==> config.mk <==
export PLATFORM = sky130hd
export DESIGN_NAME = bcf_ctrl
export DESIGN_NICKNAME = d
export VERILOG_FILES = /design/src/design/bcf_pkg.sv /design/src/design/bcf_ctrl.sv
export SDC_FILE = /design/constraint.sdc
export NUM_CORES = 1
export LEC_CHECK = 0
export ABC_CLOCK_PERIOD_IN_PS = 2100
export BUFFER_PORTS_ARGS = -buffer_cell sky130_fd_sc_hd__buf_2
export CAP_MARGIN = 20
export CORE_AREA = 5 5 42 44
export CTS_BUF_LIST = sky130_fd_sc_hd__clkbuf_8
export DETAILED_ROUTE_END_ITERATION = 10
export DIE_AREA = 0 0 47 49
export GPL_TIMING_DRIVEN = 0
export SLEW_MARGIN = 20
export SYNTH_ARGS = -nofsm -noshare
export SYNTH_HDL_FRONTEND = slang
export SYNTH_SLANG_ARGS = --single-unit
export TNS_END_PERCENT = 100
==> constraint.sdc <==
create_clock -name i_clk -period 2.1 [get_ports i_clk]
set_input_delay 0.63 -clock i_clk [delete_from_list [all_inputs] [get_ports i_clk]]
set_output_delay 0.63 -clock i_clk [all_outputs]
set_load 0.01 [all_outputs]
==> src/design/bcf_pkg.sv <==
// shared types, codes and helpers for the bezier curve flattener
`timescale 1ns / 1ps

package bcf_pkg;

    // defaults for the top level parameters
    localparam int STACK_DEPTH_DEF   = 64;
    localparam int FRACTION_BITS_DEF = 16;

    // field widths
    localparam int COORD_W  = 32;
    localparam int PIXEL_W  = 16;
    localparam int THRESH_W = 15;
    localparam int CMD_W    = 2;
    localparam int STATUS_W = 2;

    localparam logic [THRESH_W-1:0] THRESH_RESET = 15'd5;

    // command codes
    localparam logic [CMD_W-1:0] CMD_START_CUBIC = 2'd0;
    localparam logic [CMD_W-1:0] CMD_START_QUAD  = 2'd1;
    localparam logic [CMD_W-1:0] CMD_STEP        = 2'd2;

    // step status codes
    localparam logic [STATUS_W-1:0] STATUS_EMIT  = 2'd0;
    localparam logic [STATUS_W-1:0] STATUS_SPLIT = 2'd1;
    localparam logic [STATUS_W-1:0] STATUS_DUP   = 2'd2;
    localparam logic [STATUS_W-1:0] STATUS_EMPTY = 2'd3;

    // one control point, x in the low half
    typedef struct packed {
        logic signed [COORD_W-1:0] y;
        logic signed [COORD_W-1:0] x;
    } t_point;

    // one segment, point 0 in the low bits
    typedef t_point [3:0] t_seg;

    // controller to datapath commands
    typedef struct packed {
        logic load_start;
        logic start_quad;
        logic pop;
        logic set_empty;
        logic eval;
        logic push_b;
        logic push_a;
        logic emit_out;
    } t_dp_cmd;

    // datapath to controller status
    typedef struct packed {
        logic level_zero;
        logic is_flat;
        logic out_free;
    } t_dp_stat;

    // floor of the exact mean of two coordinates
    function automatic logic signed [COORD_W-1:0] mid_coord(
        input logic signed [COORD_W-1:0] a,
        input logic signed [COORD_W-1:0] b
    );
        logic signed [COORD_W:0] sum;
        sum = {a[COORD_W-1], a} + {b[COORD_W-1], b};
        return sum[COORD_W:1];
    endfunction

    // midpoint of two control points
    function automatic t_point mid_point(input t_point a, input t_point b);
        t_point r;
        r.x = mid_coord(a.x, b.x);
        r.y = mid_coord(a.y, b.y);
        return r;
    endfunction

endpackage

==> src/design/bcf_ctrl.sv <==
// sequencing state machine for start and step commands
`timescale 1ns / 1ps

module bcf_ctrl (
    input  logic                        i_clk,
    input  logic                        i_rst_n,
    input  logic                        i_req_valid,
    input  logic [bcf_pkg::CMD_W-1:0]   i_req_cmd,
    output logic                        o_req_ready,
    input  bcf_pkg::t_dp_stat           i_stat,
    output bcf_pkg::t_dp_cmd            o_cmd
);
    import bcf_pkg::*;

    localparam logic [2:0] ST_IDLE   = 3'd0;
    localparam logic [2:0] ST_EVAL   = 3'd1;
    localparam logic [2:0] ST_PUSH_B = 3'd2;
    localparam logic [2:0] ST_PUSH_A = 3'd3;
    localparam logic [2:0] ST_FINISH = 3'd4;

    logic [2:0] r_state;
    logic [2:0] n_state;
    logic       w_accept;

    assign o_req_ready = (r_state == ST_IDLE);
    assign w_accept    = i_req_valid && o_req_ready;

    // next state and datapath commands
    always_comb begin
        n_state = r_state;
        o_cmd   = '0;
        case (r_state)
            ST_IDLE: begin
                if (w_accept) begin
                    case (i_req_cmd)
                        CMD_START_CUBIC: begin
                            o_cmd.load_start = 1'b1;
                        end
                        CMD_START_QUAD: begin
                            o_cmd.load_start = 1'b1;
                            o_cmd.start_quad = 1'b1;
                        end
                        CMD_STEP: begin
                            if (i_stat.level_zero) begin
                                o_cmd.set_empty = 1'b1;
                                n_state         = ST_FINISH;
                            end else begin
                                o_cmd.pop = 1'b1;
                                n_state   = ST_EVAL;
                            end
                        end
                        default: begin
                            n_state = ST_IDLE;
                        end
                    endcase
                end
            end
            ST_EVAL: begin
                o_cmd.eval = 1'b1;
                n_state    = i_stat.is_flat ? ST_FINISH : ST_PUSH_B;
            end
            ST_PUSH_B: begin
                o_cmd.push_b = 1'b1;
                n_state      = ST_PUSH_A;
            end
            ST_PUSH_A: begin
                o_cmd.push_a = 1'b1;
                n_state      = ST_FINISH;
            end
            ST_FINISH: begin
                if (i_stat.out_free) begin
                    o_cmd.emit_out = 1'b1;
                    n_state        = ST_IDLE;
                end
            end
            default: begin
                n_state = ST_IDLE;
            end
        endcase
    end

    // state register
    always_ff @(posedge i_clk) begin
        if (!i_rst_n) begin
            r_state <= ST_IDLE;
        end else begin
            r_state <= n_state;
        end
    end

endmodule

# Word-level counts from Yosys, hierarchy flattened
# Cells that the tools add are included.
[totals]
regBits = 3
in_bits = 8
output_inout_bits = 9
wordCells = 33
[classes]
eq_ne = 9
mux = 18
reduce_logical = 5
[ops]
columns = ["op", "n"]
rows = [
  ["one-hot mux 3 bit (5 select lines)", 1],
  ["two-way mux 3 bit", 4],
  ["two-way mux 1 bit", 9],
  ["two-way mux 4 bit", 2],
  ["equality test 3 x 2 -> 1 bit (second input constant)", 2],
  ["one-hot mux 3 bit (2 select lines)", 1],
  ["!= test 2 bit (second input constant)", 2],
  ["equality test 3 x 1 -> 1 bit (second input constant)", 1],
  ["equality test 3 bit (second input constant)", 1],
  ["zero test 3 bit", 1],
  ["AND reduction 3 bit", 1],
  ["equality test 2 x 1 -> 1 bit (second input constant)", 1],
  ["equality test 2 bit (second input constant)", 1],
  ["zero test 2 bit", 1],
  ["two-way mux 2 bit", 1],
  ["!= test 2 x 1 -> 1 bit (second input constant)", 1],
  ["OR reduction 2 bit", 1],
  ["logical AND 1 bit", 1],
]

# Logic depth before layout (Yosys ltp)
[logic_depth]
ltp_word = 5
depth_mapped = 4
mapped_depth_nobuf = 3

# Least setup slack after synthesis
# Ideal clock, no wire load.
[synth_path]
kind = "input port to output port"
startpoint = "in i_req_valid"
endpoint = "out o_cmd[6] (netlist name)"
arrival_ns = 1.453
required_ns = 1.470
slack_ns = 0.017
stages = 3
path_buffers = 0
cell_sequence = "or4b_4 > nor2_2 > and2_1"
[synth_lines]
columns = ["item", "line_no", "rtl"]
rows = [
  ["start, declared", "bcf_ctrl.sv:7", "input logic i_req_valid,"],
  ["end, declared", "bcf_ctrl.sv:11", "output bcf_pkg::t_dp_cmd o_cmd"],
]

==> results.json <==
{
  "portBuffers": 16,
  "dieWidth_um": 47,
  "cp-end-kind": "output pin",
  "antenna_cells": 0,
  "cts.sinks": 3,
  "dr_total_vias": 295,
  "violations": "negative setup slack",
  "period_minus_slack_ns": 2.15,
  "finalNonFillerCells": 68,
  "syn_inst": 31,
  "drtIter0Drc": 2,
  "crit_fanout": 3,
  "die_area_um2": 2300,
  "r2r_slack_ns": 0.80,
  "clk_latency_ns": 0.21,
  "tightest_slew_ns": 0.407,
  "dpl-instance-area_um2": 344,
  "final_antenna_net_count": 0,
  "use_met1_pct": 5.70,
  "dp_cells": 63,
  "grt_use_met2_pct": 11.1,
  "grt.met3_usage_pct": 6.64,
  "largest_reg_flops": 3,
  "routed_wl_um": 690,
  "synth.avg_cell_area_um2": 7.87,
  "first_pass_iters": 2,
  "clk_pin_slew_ns": 0.03,
  "drive_gt1_share_pct": 46.2,
  "cp-start-kind": "input pin",
  "powerDensity_nw_per_um2": 748,
  "largest-register": "r_state",
  "dp_hpwl_um": 568,
  "start_util_pct": 17.4,
  "hold_path_class": "in -> reg",
  "htree_levels": 1,
  "crit_required_ns": 1.47,
  "post-route-period-util_pct": 102,
  "grt_busiest_layer": "met2",
  "synth_top_area_share_pct": 24.6,
  "setup_ws_ns": -0.0503,
  "grt_usage_pct": 7.39,
  "grt_pass1_wl_um": 1140,
  "postCtsHoldBufs": 0,
  "synth.distinct_cells": 18,
  "ys_warn_count": 0,
  "post_drt_wl_per_cell_um": 10.1,
  "cts_buffers": 3,
  "routabilityCongestion": 0.639,
  "final_area_um2": 414,
  "grt_max_degree": 11,
  "antenna_found_initial": 0,
  "critical_path_class": "in -> out",
  "outcome": "finished with violations",
  "tritoncts": "yes",
  "drv_cap": 0,
  "yosysSeqAreaShare_pct": 24.6,
  "io_pins": 17,
  "ctsRootBufferMaster": "clkbuf_8",
  "final_hold_viol_count": 0,
  "maxSlewViolCount": 0,
  "ys_ff_latch": 3,
  "syn_area_um2": 244,
  "synthesis.nets": 39,
  "fmax_mhz": 465,
  "relSlewSlack_pct": 72.5,
  "arrival_ns": 1.52,
  "fin_worst_skew_ns": 0.00167,
  "core_area_um2": 1400,
  "clockBufferDepth": 2,
  "die_y_um": 49,
  "setup_violations": 1,
  "viasPerCell": 4.34,
  "synth_area_leader_cell": "dfxtp_1",
  "reg_top3": "r_state: 3 flops",
  "drc": 0,
  "synth_area_leaders": "dfxtp_1 25%, and2_1 7.7%, nor2b_1 7.7%",
  "area_delta_synth_final_pct": 69.7,
  "leakage_uw": 0.000201,
  "irDropWorstVdd_mv": 0.362,
  "grt_overflow": 0,
  "grt_setup_unrepaired": "true",
  "finalNetCount": 61,
  "grt_pass1_vias": 295,
  "rows": 14
}
-- cell usage in the layout (no fill, tap or decap), drive strengths merged --
master | netlist | layout
or4b | 1 | 1
clkbuf | 0 | 3
o31a | 1 | 1
inv | 0 | 1
dfxtp | 3 | 3
nand2 | 3 | 3
buf | 1 | 18
nand3b | 2 | 2
a21oi | 1 | 1
nor2 | 5 | 5
nor4b | 1 | 1
and2 | 3 | 3
o311a | 1 | 1
nor2b | 3 | 3
nor3 | 2 | 2
a221o | 1 | 1
nor3b | 2 | 2
o21ai | 1 | 1
-- power breakdown --
part | total (µW) | internal (µW) | switching [µW]
Combinational | 79.8 | 40.0 | 39.8
Sequential | 68.8 | 62.7 | 6.10
Clock | 161 | 124 | 36.7
-- kinds of logic after synthesis --
kind of cell	Yosys count	synth area share, %
simple gates	22	57.4
buf+inv	1	2.05
flops	3	24.6
compound gates	5	15.9
-- per-stage QoR --
stage | setup TNS (ns) | total power, µW | setup slack, ns | hold slack (ns) | util [%]
floorplan | 0 | 117 | 0.0170 | 0.592 | -
global placement | -0.156 | 144 | -0.105 | 0.657 | 24.6
detailed placement | -0.174 | 145 | -0.115 | 0.666 | 24.6
CTS | -0.0820 | 313 | -0.0820 | 0.658 | 28.7
global route | -0.0867 | 337 | -0.0867 | 0.671 | 29.6
finish | -0.0503 | 310 | -0.0503 | 0.662 | 29.6
-- cell type report --
| type | instances | area, µm² |
|---|---|---|
| clock buffers | 3 | 41.3 |
| repair buffers | 17 | 100 |
| flip-flops and latches | 3 | 60.1 |
| plain buffers | 1 | 5.00 |
| clock inverters | 1 | 3.75 |
| fillers | 162 | 987 |
| well taps | 16 | 20.0 |
| multi-input cells | 27 | 184 |
-- synthesized netlist by cell type --
| master | instances |
|---|---|
| nor4b_1 | 1 |
| o31a_1 | 1 |
| nor3_1 | 2 |
| nor2_1 | 3 |
| nor2_2 | 1 |
| nand2_1 | 3 |
| nor2_4 | 1 |
| buf_2 | 1 |
| nor2b_1 | 3 |
| o21ai_0 | 1 |
| and2_1 | 3 |
| a21oi_1 | 1 |
| o311a_1 | 1 |
| or4b_4 | 1 |
| a221o_1 | 1 |
| nor3b_1 | 2 |
| dfxtp_1 | 3 |
| nand3b_1 | 2 |
-- final timing paths --
path	cells past startpoint	endpoint	start
max	5	o_cmd[6]	i_req_valid
min	3	r_state[0]	i_rst_n
max reg2reg	3	r_state[2]	r_state[2]
min reg2reg	1	r_state[1]	r_state[0]
-- repair_timing --
item	4_1_cts	5_1_grt
resized for setup	1	2
setup endpoints to repair	4	3
endpoints found under the hold margin	0	0
pin swaps	2	1
setup buffers	1	0
-- layer usage --
| layer | up-vias | wire (µm) |
|---|---|---|
| li1 | 156 | - |
| met1 | 127 | 240 |
| met2 | 12 | 357 |
| met3 | 0 | 93 |
| met4 | 0 | 0 |
| met5 | - | 0 |
-- worst max-delay path: stages --
cell and delay, ns:
buf_6 0.07, or4b_4 0.50, nor2_4 0.10, and2_1 0.11
buf_2 0.12
No activity file was read; power rests on OpenSTA's default activity.
